File: config.mk
export PLATFORM = sky130hd
export DESIGN_NAME = sorted_priority_queue_dedup
export DESIGN_NICKNAME = d
export VERILOG_FILES = /design/src/sv/spq_pkg.sv /design/src/sv/spq_ram.sv /design/src/sv/spq_ctrl.sv /design/src/sv/sorted_priority_queue_dedup.sv
export SDC_FILE = /design/constraint.sdc
export NUM_CORES = 1
export LEC_CHECK = 0
export BUFFER_PORTS_ARGS = -buffer_cell sky130_fd_sc_hd__buf_2
export CORE_MARGIN = 1
export CORE_UTILIZATION = 49
export CTS_BUF_LIST = sky130_fd_sc_hd__clkbuf_8
export DETAILED_ROUTE_END_ITERATION = 10
export PLACE_DENSITY = 0.63
export SLEW_MARGIN = 10
export SYNTH_ARGS = -nofsm -noshare
export SYNTH_HDL_FRONTEND = slang
export SYNTH_SLANG_ARGS = --single-unit
File: constraint.sdc
create_clock -name clk -period 8.31 [get_ports clk]
set_input_delay 0 -clock clk [delete_from_list [all_inputs] [get_ports clk]]
set_output_delay 0 -clock clk [all_outputs]
set_load 0.02 [all_outputs]
File: src/sv/spq_pkg.sv
// Shared types and constants for the sorted priority queue with duplicate-key rejection.
// Used by spq_ctrl and sorted_priority_queue_dedup; no dependencies.
package spq_pkg;

  // Queue size; IDX_W and CNT_W follow from it, while FILL_W is fixed
  localparam int QUEUE_DEPTH = 16;
  localparam int IDX_W       = (QUEUE_DEPTH > 1) ? $clog2(QUEUE_DEPTH) : 1;
  localparam int CNT_W       = $clog2(QUEUE_DEPTH + 1);
  localparam int FILL_W      = 5;

  // Action codes
  localparam logic ACT_INSERT = 1'b0;
  localparam logic ACT_POP    = 1'b1;

  // Status codes
  localparam logic [1:0] ST_OK    = 2'd0;
  localparam logic [1:0] ST_DUP   = 2'd1;
  localparam logic [1:0] ST_FULL  = 2'd2;
  localparam logic [1:0] ST_EMPTY = 2'd3;

  // Input beat
  typedef struct packed {
    logic        action;
    logic [31:0] job_key;
    logic [15:0] job_priority;
  } in_item_t;

  // Result beat
  typedef struct packed {
    logic [1:0]        status;
    logic [31:0]       out_key;
    logic [15:0]       out_priority;
    logic [FILL_W-1:0] fill_level;
  } out_item_t;

  // One stored slot
  typedef struct packed {
    logic [31:0] key;
    logic [15:0] prio;
  } slot_t;

  localparam int SLOT_W = $bits(slot_t);

  // Slot store access from the sequencer
  typedef struct packed {
    logic             wr_en;
    logic [IDX_W-1:0] wr_addr;
    slot_t            wr_data;
    logic [IDX_W-1:0] rd_addr;
  } ram_req_t;

endpackage

File: src/sv/spq_ram.sv
// Generic single-write, single-read RAM with registered read data.
// No dependencies.
module spq_ram #(
  parameter int WIDTH = 8,
  parameter int DEPTH = 16,
  parameter int AW    = (DEPTH > 1) ? $clog2(DEPTH) : 1
) (
  input  logic             clk,
  input  logic             wr_en,
  input  logic [AW-1:0]    wr_addr,
  input  logic [WIDTH-1:0] wr_data,
  input  logic [AW-1:0]    rd_addr,
  output logic [WIDTH-1:0] rd_data
);

  logic [WIDTH-1:0] mem [DEPTH];
  logic [WIDTH-1:0] rd_data_r;

  // Write port and registered read port
  always_ff @(posedge clk) begin
    if (wr_en) begin
      mem[wr_addr] <= wr_data;
    end
    rd_data_r <= mem[rd_addr];
  end

  assign rd_data = rd_data_r;

endmodule

File: src/sv/spq_ctrl.sv
// Sequencer of the sorted priority queue: scan for duplicates and insert
// position, shift slots up, place or pop. Depends on spq_pkg and drives the slot RAM.
module spq_ctrl (
  input  logic                clk,
  input  logic                rst_n,
  input  logic                in_valid,
  input  spq_pkg::in_item_t   in_data,
  output logic                in_stall,
  output spq_pkg::ram_req_t   ram_req,
  input  spq_pkg::slot_t      ram_rd_data,
  output logic                res_valid,
  output spq_pkg::out_item_t  res_data,
  input  logic                res_take
);
  import spq_pkg::*;

  typedef enum logic [5:0] {
    S_IDLE  = 6'b000001,
    S_SCAN  = 6'b000010,
    S_SHIFT = 6'b000100,
    S_PLACE = 6'b001000,
    S_POPRD = 6'b010000,
    S_RESP  = 6'b100000
  } state_t;

  state_t           state_r, state_nxt;
  in_item_t         item_r, item_nxt;
  logic [CNT_W-1:0] count_r, count_nxt;
  logic [CNT_W-1:0] scan_r, scan_nxt;
  logic             chk_vld_r, chk_vld_nxt;
  logic [CNT_W-1:0] chk_idx_r, chk_idx_nxt;
  logic [CNT_W-1:0] pos_r, pos_nxt;
  logic             found_r, found_nxt;
  logic [IDX_W-1:0] sh_idx_r, sh_idx_nxt;
  logic             sh_issue_r, sh_issue_nxt;
  logic             sh_vld_r, sh_vld_nxt;
  logic [IDX_W-1:0] sh_src_r, sh_src_nxt;
  logic [1:0]       st_r, st_nxt;
  slot_t            pop_r, pop_nxt;

  logic [CNT_W-1:0] cnt_m1;
  logic             accept;
  logic             hit_key;
  logic             hit_pos;
  logic [CNT_W-1:0] fpos;

  assign cnt_m1  = count_r - CNT_W'(1);
  assign accept  = in_valid && (state_r == S_IDLE);
  assign hit_key = (ram_rd_data.key == item_r.job_key);
  assign hit_pos = (item_r.job_priority >= ram_rd_data.prio);
  assign fpos    = found_r ? pos_r : (hit_pos ? chk_idx_r : count_r);

  // Next-state and datapath sequencing
  always_comb begin
    state_nxt    = state_r;
    item_nxt     = item_r;
    count_nxt    = count_r;
    scan_nxt     = scan_r;
    chk_vld_nxt  = 1'b0;
    chk_idx_nxt  = scan_r;
    pos_nxt      = pos_r;
    found_nxt    = found_r;
    sh_idx_nxt   = sh_idx_r;
    sh_issue_nxt = sh_issue_r;
    sh_vld_nxt   = 1'b0;
    sh_src_nxt   = sh_idx_r;
    st_nxt       = st_r;
    pop_nxt      = pop_r;

    ram_req.wr_en   = 1'b0;
    ram_req.wr_addr = pos_r[IDX_W-1:0];
    ram_req.wr_data = '{key: item_r.job_key, prio: item_r.job_priority};
    ram_req.rd_addr = cnt_m1[IDX_W-1:0];

    unique case (state_r)
      S_IDLE: begin
        if (accept) begin
          item_nxt = in_data;
          if (in_data.action == ACT_POP) begin
            if (count_r == '0) begin
              st_nxt    = ST_EMPTY;
              pop_nxt   = '0;
              state_nxt = S_RESP;
            end else begin
              // read of the top slot is issued now
              state_nxt = S_POPRD;
            end
          end else if (count_r >= CNT_W'(QUEUE_DEPTH)) begin
            st_nxt    = ST_FULL;
            pop_nxt   = '0;
            state_nxt = S_RESP;
          end else if (count_r == '0) begin
            pos_nxt   = '0;
            state_nxt = S_PLACE;
          end else begin
            scan_nxt  = '0;
            found_nxt = 1'b0;
            state_nxt = S_SCAN;
          end
        end
      end

      S_SCAN: begin
        // issue one slot read per cycle, check it the cycle after
        ram_req.rd_addr = scan_r[IDX_W-1:0];
        if (scan_r < count_r) begin
          chk_vld_nxt = 1'b1;
          scan_nxt    = scan_r + CNT_W'(1);
        end
        if (chk_vld_r) begin
          if (!found_r && hit_pos) begin
            found_nxt = 1'b1;
            pos_nxt   = chk_idx_r;
          end
          if (hit_key) begin
            st_nxt      = ST_DUP;
            pop_nxt     = '0;
            chk_vld_nxt = 1'b0;
            state_nxt   = S_RESP;
          end else if (chk_idx_r == cnt_m1) begin
            chk_vld_nxt = 1'b0;
            pos_nxt     = fpos;
            if (fpos == count_r) begin
              state_nxt = S_PLACE;
            end else begin
              sh_idx_nxt   = cnt_m1[IDX_W-1:0];
              sh_issue_nxt = 1'b1;
              state_nxt    = S_SHIFT;
            end
          end
        end
      end

      S_SHIFT: begin
        // read slot i, write it to slot i+1 in the next cycle, from the top down
        ram_req.rd_addr = sh_idx_r;
        if (sh_issue_r) begin
          sh_vld_nxt = 1'b1;
          sh_src_nxt = sh_idx_r;
          if (sh_idx_r == pos_r[IDX_W-1:0]) begin
            sh_issue_nxt = 1'b0;
          end else begin
            sh_idx_nxt = sh_idx_r - IDX_W'(1);
          end
        end
        if (sh_vld_r) begin
          ram_req.wr_en   = 1'b1;
          ram_req.wr_addr = sh_src_r + IDX_W'(1);
          ram_req.wr_data = ram_rd_data;
          if (!sh_issue_r) begin
            state_nxt = S_PLACE;
          end
        end
      end

      S_PLACE: begin
        ram_req.wr_en = 1'b1;
        count_nxt     = count_r + CNT_W'(1);
        st_nxt        = ST_OK;
        pop_nxt       = '0;
        state_nxt     = S_RESP;
      end

      S_POPRD: begin
        count_nxt = cnt_m1;
        st_nxt    = ST_OK;
        pop_nxt   = ram_rd_data;
        state_nxt = S_RESP;
      end

      S_RESP: begin
        if (res_take) begin
          state_nxt = S_IDLE;
        end
      end

      default: begin
        state_nxt = S_IDLE;
      end
    endcase
  end

  // Control state
  always_ff @(posedge clk) begin
    if (!rst_n) begin
      state_r    <= S_IDLE;
      count_r    <= '0;
      chk_vld_r  <= 1'b0;
      found_r    <= 1'b0;
      sh_issue_r <= 1'b0;
      sh_vld_r   <= 1'b0;
    end else begin
      state_r    <= state_nxt;
      count_r    <= count_nxt;
      chk_vld_r  <= chk_vld_nxt;
      found_r    <= found_nxt;
      sh_issue_r <= sh_issue_nxt;
      sh_vld_r   <= sh_vld_nxt;
    end
  end

  // Payload and index registers
  always_ff @(posedge clk) begin
    item_r    <= item_nxt;
    scan_r    <= scan_nxt;
    chk_idx_r <= chk_idx_nxt;
    pos_r     <= pos_nxt;
    sh_idx_r  <= sh_idx_nxt;
    sh_src_r  <= sh_src_nxt;
    st_r      <= st_nxt;
    pop_r     <= pop_nxt;
  end

  assign in_stall  = (state_r != S_IDLE);
  assign res_valid = (state_r == S_RESP);

  always_comb begin
    res_data.status       = st_r;
    res_data.out_key      = pop_r.key;
    res_data.out_priority = pop_r.prio;
    res_data.fill_level   = FILL_W'(count_r);
  end

endmodule

File: src/sv/sorted_priority_queue_dedup.sv
// Sorted priority queue with duplicate-key rejection: one beat per operation.
// One operation at a time: the next beat is taken only when the sequencer is back in idle,
// after the scan of the held entries (cut short on a duplicate) and the shift of those from
// the insert position up, both through the single slot RAM port.
// Reset clears the entry count and the sequencer; slot contents stay undefined and unread.
module sorted_priority_queue_dedup (
  input  logic                clk,
  input  logic                rst_n,
  input  logic                in_valid,
  output logic                in_stall,
  input  spq_pkg::in_item_t   in_data,
  output logic                out_valid,
  input  logic                out_stall,
  output spq_pkg::out_item_t  out_data
);
  import spq_pkg::*;

  ram_req_t  ram_req;
  slot_t     ram_rd_data;
  logic      res_valid;
  out_item_t res_data;
  logic      res_take;
  logic      out_valid_r;
  out_item_t out_data_r;

  spq_ctrl u_ctrl (
    .clk         (clk),
    .rst_n       (rst_n),
    .in_valid    (in_valid),
    .in_data     (in_data),
    .in_stall    (in_stall),
    .ram_req     (ram_req),
    .ram_rd_data (ram_rd_data),
    .res_valid   (res_valid),
    .res_data    (res_data),
    .res_take    (res_take)
  );

  spq_ram #(
    .WIDTH (SLOT_W),
    .DEPTH (QUEUE_DEPTH)
  ) u_slots (
    .clk     (clk),
    .wr_en   (ram_req.wr_en),
    .wr_addr (ram_req.wr_addr),
    .wr_data (ram_req.wr_data),
    .rd_addr (ram_req.rd_addr),
    .rd_data (ram_rd_data)
  );

  // Output register: load when empty or being drained
  assign res_take = !out_valid_r || !out_stall;

  always_ff @(posedge clk) begin
    if (!rst_n) begin
      out_valid_r <= 1'b0;
    end else if (res_take) begin
      out_valid_r <= res_valid;
    end
  end

  always_ff @(posedge clk) begin
    if (res_take && res_valid) begin
      out_data_r <= res_data;
    end
  end

  assign out_valid = out_valid_r;
  assign out_data  = out_data_r;

endmodule

==> results.txt, run 1 <==
Status = finished, violations left
Violations in the final reports = DRC
Psw = 3.43 mW
Die Y-Extent = 288 µm
Initial Util = 0.498
Cells after synthesis = 2503
Pleak = 15.2 nW
Setup Viol. Count Final = 0
Clock Sinks = 1008
Syn Area/Cell = 16.1 µm²
Critical Path Most Common Cell = buf_12
Seq pwr share = 0.518
Slowest stage delay, CP = 0.76 ns
Worst reg2reg path depth = 10
Die Area = 83200 µm²
Tcrit/Tclk final = 0.646
CTS tree = yes
Slowest stage cell, crit path = nand2_4
Design Area, Final = 46100 µm²
Synth-to-layout area growth = 14.6%
CTS clock-pin slew for the worst setup and hold paths = 0.06 ns
Minimum clock period = 5.37 ns
Fin nets = 2813
First DRT Iteration DRCs = 2355
Total Routing Usage GR = 0.244
CP Class = reg -> reg
Cts repair resizes = 0
WP data arrival = 6.03 ns
Max cap viols = 0
Worst hold path class = in -> reg
Critical-path cell list = inv_1 -> ha_1 -> and3_1 -> a221oi_4 -> buf_12 -> nand2_4 -> buf_12 -> a211oi_1 -> a2111oi_0 -> or4_1
H-Tree Level Count = 4
Post-synth EDFFs = 935
CP max FO = 193
Via/cell ratio = 6.06
Top FF cell, synth = edfxtp_1
Synth cell types = 61
Core ar. = 80800 µm²
Vias in the first global route = 23.4k
RSZ-0062 raised after global routing = false
First-pass GRT wire length = 149000 µm
Row cnt = 104
Pint = 8.77 mW
Yosys Warn Count = 0
Drt pass-1 iters = 8
Initial antenna violation count = 2
WP depth = 10
Clk root buf = clkbuf_8
TNS Setup = 0 ns
Total Wirelength = 102000 µm
Largest net degree at the start of global routing = 225
Final GP Congestion = 0.820
Final Slew Violations = 0
Min-delay src = rst_n
Post-DRT Antenna Nets = 0
Switching share of power = 0.281
Post-DP HPWL = 50900 µm
Layout Utilization = 0.570
Placed Area = 42000 µm²
Critical Path RT = 8.97 ns
Postcts setup bufs = 0
Kind of end point of the critical path = flop
Wire per inst = 26.0 µm
Comb pwr share = 0.152
RR Endpoint = u_slots.rd_data[24]$_DFF_P_
FFs w/ async S/R, synth = 0
Worst-Skew Late Latency = 0.82 ns
Hold Buf Count CTS = 104
Worst Setup SP = u_ctrl.count_r[0]$_SDFFE_PN0P_
Die W = 288 µm
Clock group share of total power = 0.329
I/O pin cnt = 110
Congestion Overflow GR = 0
Fin. Hold Viols = 0
Worst setup path end = u_slots.rd_data[24]$_DFF_P_
R2r setup slk = 2.94 ns
CTS Buf Count = 163
Power Dens Cells = 265 nW/µm²
DR DRC count = 9
Clock Skew = 0.0423 ns
Flops & latches, synth = 1008
Fmax = 0.186 GHz
Worst slew margin = 0.166
Crit path launch type = flop
Clock Tree Buf Depth = 3
Cell family with most CP delay = simple AND/OR/NAND/NOR gates
CP bufs+invs = 3
Layout cells sized above 1 = 0.152
I/O Buffers = 109
Netlist Area Pre-Place = 40200 µm²
Crit Reg-Reg Startpoint = u_ctrl.count_r[0]$_SDFFE_PN0P_
Syn_nets = 2582
Register area share after synthesis = 0.734
VDD IR max = 0.144 mV
Worst-Margin Slew = 1.25 ns
Vias = 23.8k
==> logic make-up (layout without fill, tap and decap cells) <==
| kind of cell | after synthesis | in the layout | synth area share |
|---|---|---|---|
| compound gates | 484 | 484 | 0.0942 |
| xor+xnor | 59 | 59 | 0.0132 |
| fa+ha+maj | 26 | 26 | 0.00809 |
| buf+inv | 230 | 596 | 0.0228 |
| flops | 1008 | 1008 | 0.734 |
| mux | 230 | 230 | 0.0583 |
| other cells | 0 | 1 | 0 |
| simple gates | 466 | 466 | 0.0689 |
==> layout by cell type (no fill, tap or decap), types with 5 or more instances in the layout <==
| cell | instances |
|---|---|
| a2111oi_0 | 192 |
| a211oi_1 | 193 |
| a21o_1 | 6 |
| a21oi_1 | 26 |
| and2_1 | 52 |
| and3_1 | 197 |
| and3_2 | 5 |
| buf_12 | 6 |
| buf_2 | 109 |
| buf_4 | 44 |
| bufinv_16 | 5 |
| clkbuf_8 | 171 |
| clkinv_1 | 19 |
| clkinv_2 | 14 |
| dfxtp_1 | 73 |
| dlygate4sd3_1 | 104 |
| edfxtp_1 | 935 |
| ha_1 | 26 |
| inv_1 | 109 |
| inv_6 | 6 |
| mux2_2 | 34 |
| mux2i_1 | 195 |
| nand2_1 | 40 |
| nand3_1 | 12 |
| nand4_1 | 7 |
| nor2_1 | 30 |
| nor2_4 | 14 |
| nor3_1 | 18 |
| nor3b_1 | 6 |
| nor4_1 | 12 |
| o21a_1 | 5 |
| o21ai_0 | 27 |
| or4_1 | 51 |
| xnor2_1 | 12 |
| xor2_1 | 46 |
==> metal layers <==
metal,vias to the layer above,track usage,share of wire
met2,879,0.391,0.48
met4,0,0.0778,0.023
met1,12100,0.342,0.43
met5,-,0,0
li1,10700,-,-
met3,170,0.0421,0.065
==> power by group through the flow <==
stage | combinational (mW) | clock, mW | sequential (mW)
after floorplan | 1.19 | 0 | 6.33
after global placement | 1.77 | 0 | 6.42
after detailed placement | 1.81 | 0 | 6.43
after CTS | 1.85 | 4.10 | 6.33
after global routing | 2.02 | 4.31 | 6.35
final | 1.86 | 4.02 | 6.33
==> stage by stage <==
step | hold WS, ns | power [mW] | setup WS [ns] | std cells
final | 0.0840 | 12.2 | 2.94 | 3930
after global routing | 0.0484 | 12.7 | 2.78 | 3930
after CTS | 0.0132 | 12.3 | 3.16 | 3929
after detailed placement | 0.178 | 8.24 | 3.19 | 3525
after global placement | 0.178 | 8.20 | 3.27 | 3525
after floorplan | 0.0989 | 7.52 | 4.05 | 2503
==> synth_stat cells (3+ instances only) <==
cell       count  area (µm²)
edfxtp_1     935       28100
and3_1       202        1260
mux2i_1      196        1960
a211oi_1     193        1450
a2111oi_0    192        1680
clkbuf_1     156         586
dfxtp_1       73        1460
and2_1        52         325
or4_1         51         383
xor2_1        46         403
nor2_1        44         165
nand2_1       41         154
buf_2         34         170
mux2_2        34         383
inv_1         33         124
o21ai_0       28         140
a21oi_1       26         130
ha_1          26         325
nor3_1        18        90.1
nand3_1       14        70.1
nor4_1        12        75.1
xnor2_1       12         105
nand4_1        7        43.8
a21o_1         6        45.0
nor3b_1        6        45.0
o221a_2        6        67.6
o21a_1         5        37.5
a22oi_1        4        30.0
clkbuf_2       4        20.0
nand2b_1       4        25.0
o211ai_1       3        22.5
o21bai_1       3        22.5
==> how the worst min path moves through the flow <==
stage	endpoint	slack, ns	depth (start not counted)
after global placement	u_ctrl.item_r[27]$_DFFE_PP_	0.18	1
final	u_ctrl.state_r[0]$_SDFFE_PN1P_	0.08	3
after detailed placement	u_ctrl.item_r[20]$_DFFE_PP_	0.18	1
after global routing	u_ctrl.state_r[0]$_SDFFE_PN1P_	0.05	3
after CTS	u_ctrl.state_r[0]$_SDFFE_PN1P_	0.01	3
after floorplan	u_ctrl.item_r[0]$_DFFE_PP_	0.1	0
==> state kept, by name, summed over array words and instances, names as in the netlist, 5 cells and up <==
signal              flops
u_ctrl.chk_idx_nxt      5
u_ctrl.chk_idx_r        5
u_slots.rd_data        48
u_ctrl.count_r          5
u_ctrl.pos_r            5
out_data               55
u_slots.mem           768
u_ctrl.state_r          6
u_ctrl.res_data        48
u_ctrl.item_r          48
==> final cells by class <==
type | count | area, µm²
antenna | 1 | 2.50
clock buffer | 171 | 2350
clock inverter | 129 | 726
fill | 6258 | 34700
inverter | 33 | 124
multi-input combinational | 1265 | 9980
sequential | 1008 | 29500
tap | 1060 | 1330
timing repair buffer | 263 | 2040
==> worst min-delay path: cells and delay by family <==
family | cells | cell delay [ns]
buf+inv | 2 | 0.72
compound gates | 1 | 0.12
Power figures use the tool's default switching activity.
==> run 2, diff against run 1 <==
Settings changed: ABC_AREA set to 1, PLACE_DENSITY 0.63 to 0.66.
Clock period 8.31 ns to 4.6 ns, I/O delays scaled along.
==> results.txt, run 2 <==
Most frequent cell after synthesis = edfxtp_1
Complex-gate fraction of the synthesized area = 0.112 (+0.0176)
Netlist Area Pre-Place = 40400 µm² (+0.49%)
Worst-Skew Late Latency = 0.83 ns (about the same)
First-pass GRT wire length = 145000 µm (-2.7%)
Top post-synthesis cells by area = edfxtp_1 (69%), o21ai_0 (3.9%), inv_1 (3.8%), o211ai_1 (3.6%), dfxtp_1 (3.6%)
Mux contribution to synthesized area = 0.0238 (-0.0345)
Register area share after synthesis = 0.731 (-0.00359)
H-Tree Level Count = 4 (unchanged)
Max cap viols = 0 (unchanged)
Xor-xnor portion of the synthesized cell area = 0.00889 (-0.00431)
WP data arrival = 4.10 ns (-1.93 ns)
Setup Viol. Count Final = 0 (unchanged)
VDD IR max = 0.311 mV (+120%)
TNS Setup = 0 ns (unchanged)
Minimum clock period = 3.61 ns (-1.76 ns)
Fin. Hold Viols = 0 (unchanged)
Final Slew Violations = 0 (unchanged)
Most common cell after layout, fill and taps aside = edfxtp_1
Clock Skew = 0.0422 ns (-0.000156 ns)
Max reg flops = 768 (unchanged)
Status = finished clean
Fmax = 0.277 GHz (+49%)
Clock Tree Buf Depth = 3 (unchanged)
First DRT Iteration DRCs = 2312 (-1.8%)
Slowest stage cell, crit path = nor2_4
Final GP Congestion = 0.865 (+5.5%)
Slowest stage delay, CP = 0.61 ns (-0.15 ns)
Total Routing Usage GR = 0.232 (-0.0119)
Postcts setup bufs = 0 (unchanged)
Worst-Margin Slew = 1.15 ns (-0.0945 ns)
Power Dens Cells = 508 nW/µm² (+92%)
Yosys Warn Count = 0 (unchanged)
Final worst setup slack = 0.985 ns (-1.95 ns)
Simple-gate area share of the yosys netlist = 0.0595 (-0.00938)
CP Class = reg -> reg
Top reg by flops = u_slots.mem
Worst slew margin = 0.231 (+0.0650)
DR DRC count = 0 (-9)
Crit path launch type = flop
Vias in the first global route = 24.4k (+4.2%)
CP max FO = 32 (-83%)
Row cnt = 104 (unchanged)
Clock Sinks = 1008 (unchanged)
Die Area = 83600 µm² (+0.49%)
Syn_nets = 3202 (+24%)
CTS Buf Count = 160 (-1.8%)
Worst hold path class = in -> reg
Top cell type's share of synthesized area = 0.695 (-0.00341)
Vias = 25.1k (+5.5%)
Largest family of logic cells by synthesized area = compound AO/OA/AOI/OAI gates
Pleak = 18.3 nW (+21%)
Clk root buf = clkbuf_8
Syn Area/Cell = 12.9 µm² (-19%)
Post-DP HPWL = 53500 µm (+5.1%)
Critical Path Most Common Cell = nor2_4
Synth-to-layout area growth = 15.9%
Tcrit/Tclk final = 0.786 (+0.139)
RSZ-0062 raised after global routing = false
Area leader, netlist = edfxtp_1
Wire per inst = 20.9 µm (-19%)
Top FF cell, synth = edfxtp_1
Post-Synth Adder-Cell Area = 0.00805 (-0.0000396)
Synth cell count leaders = edfxtp_1 (935), inv_1 (410), o21ai_0 (315)
Fin nets = 3512 (+25%)
Most frequent cells in the layout = edfxtp_1 (935), inv_1 (487), nand2_1 (304), o21ai_0 (304), a21oi_1 (222)
Post-DRT Antenna Nets = 0 (unchanged)
FFs w/ async S/R, synth = 0 (unchanged)
Critical-path cell list = nor2_1 -> nand4_2 -> nor2_4 -> buf_4 -> o21ai_0 -> inv_1 -> nand3_1 -> nor2_4 -> buf_12
Post-synth EDFFs = 935 (unchanged)
Largest net degree at the start of global routing = 166 (-26%)
Kind of end point of the critical path = flop
I/O pin cnt = 110 (unchanged)
Via/cell ratio = 5.43 (-10%)
Initial Util = 0.499 (+0.000841)
Total Wirelength = 96900 µm (-5.2%)
Critical Path RT = 5.09 ns (-3.88 ns)
Die Y-Extent = 289 µm (+0.24%)
CTS tree = yes
Synth cell types = 36 (-41%)
Layout cells sized above 1 = 0.128 (-0.0241)
Cells after synthesis = 3123 (+25%)
Drt pass-1 iters = 6 (-2)
Congestion Overflow GR = 0 (unchanged)
Core ar. = 81100 µm² (+0.32%)
CTS clock-pin slew for the worst setup and hold paths = 0.05 ns (about the same)
Initial antenna violation count = 2 (unchanged)
I/O Buffers = 109 (unchanged)
Pre-CTS WS = 1.07 ns (-2.12 ns)
Flops & latches, synth = 1008 (unchanged)
Die W = 289 µm (+0.24%)
Hold Slack = 0.0709 ns (-0.0131 ns)
## run 2: changes by cell type after synthesis, sizes merged, moves of 52 or more
cell and change:
a2111oi -192, a211oi -192, a21oi +200, and2 -52, and3 -202, clkbuf -73
inv +383, mux2i -100, nand2 +263, nand3 +115, nor2 +69, o211ai +192
o21ai +329, or4 -52
## run 2: cell families after synthesis
group	Yosys count
xor+xnor	41
compound gates	793
fa+ha+maj	26
mux	96
simple gates	575
flops	1008
buf+inv	584
## run 2: worst paths after layout
kind,startpoint,endpoint,slack [ns],cells after the start
setup reg to reg,u_ctrl.state_r[1]$_SDFFE_PN0P_,u_slots.mem[11][44]$_DFFE_PP_,0.99,9
setup / recovery,u_ctrl.state_r[1]$_SDFFE_PN0P_,u_slots.mem[11][44]$_DFFE_PP_,0.99,9
hold reg to reg,u_ctrl.res_data[15]$_SDFFCE_PN0P_,out_data[15]$_DFFE_PP_,0.41,0
hold / removal,rst_n,u_ctrl.state_r[1]$_SDFFE_PN0P_,0.07,4
## run 2: power breakdown
group	internal (mW)	total (mW)	switching, mW
registers	11.5	11.9	0.447
clock network	3.73	7.22	3.49
logic	1.37	4.67	3.29
## run 2: timing repair
action	4_1_cts	5_1_grt
hold buffers	101	0
endpoints found under the hold margin	100	0
setup endpoints to repair	0	0
resized for setup	0	0
## run 2: metrics by stage
step / utilization / total power [mW] / cells / instance area [µm²]
after floorplan: - / 14.8 / 3123 / 40400
after global placement: 0.527 / 16.6 / 4227 / 42700
after detailed placement: 0.527 / 16.7 / 4228 / 42700
after CTS: 0.577 / 24.0 / 4623 / 46800
after global routing: 0.578 / 24.9 / 4626 / 46800
final: 0.578 / 23.8 / 4626 / 46800
## run 2: area by class of cell
| class | count | area, µm² |
|---|---|---|
| sequential | 1008 | 29500 |
| multi-input combinational | 1531 | 8750 |
| clock inverter | 117 | 623 |
| fill | 6418 | 34200 |
| tap | 1060 | 1330 |
| inverter | 416 | 1560 |
| antenna | 1 | 2.50 |
| clock buffer | 177 | 2440 |
| timing repair buffer | 316 | 2590 |
## run 2: metal layers
layer / GRT usage / routed length, µm
met2: 0.383 / 47300
met4: 0.0793 / 2050
met3: 0.0393 / 6000
met1: 0.314 / 41500
met5: 0 / 0
## run 2: critical path, delay by kind of cell (launching register included)
| family | cells | cell delay (ns) |
|---|---|---|
| DFF | 1 | 0.34 |
| AOI/OAI and AO/OA | 1 | 0.25 |
| and+or+nand+nor | 5 | 1.83 |
| buffers and inverters | 3 | 0.83 |
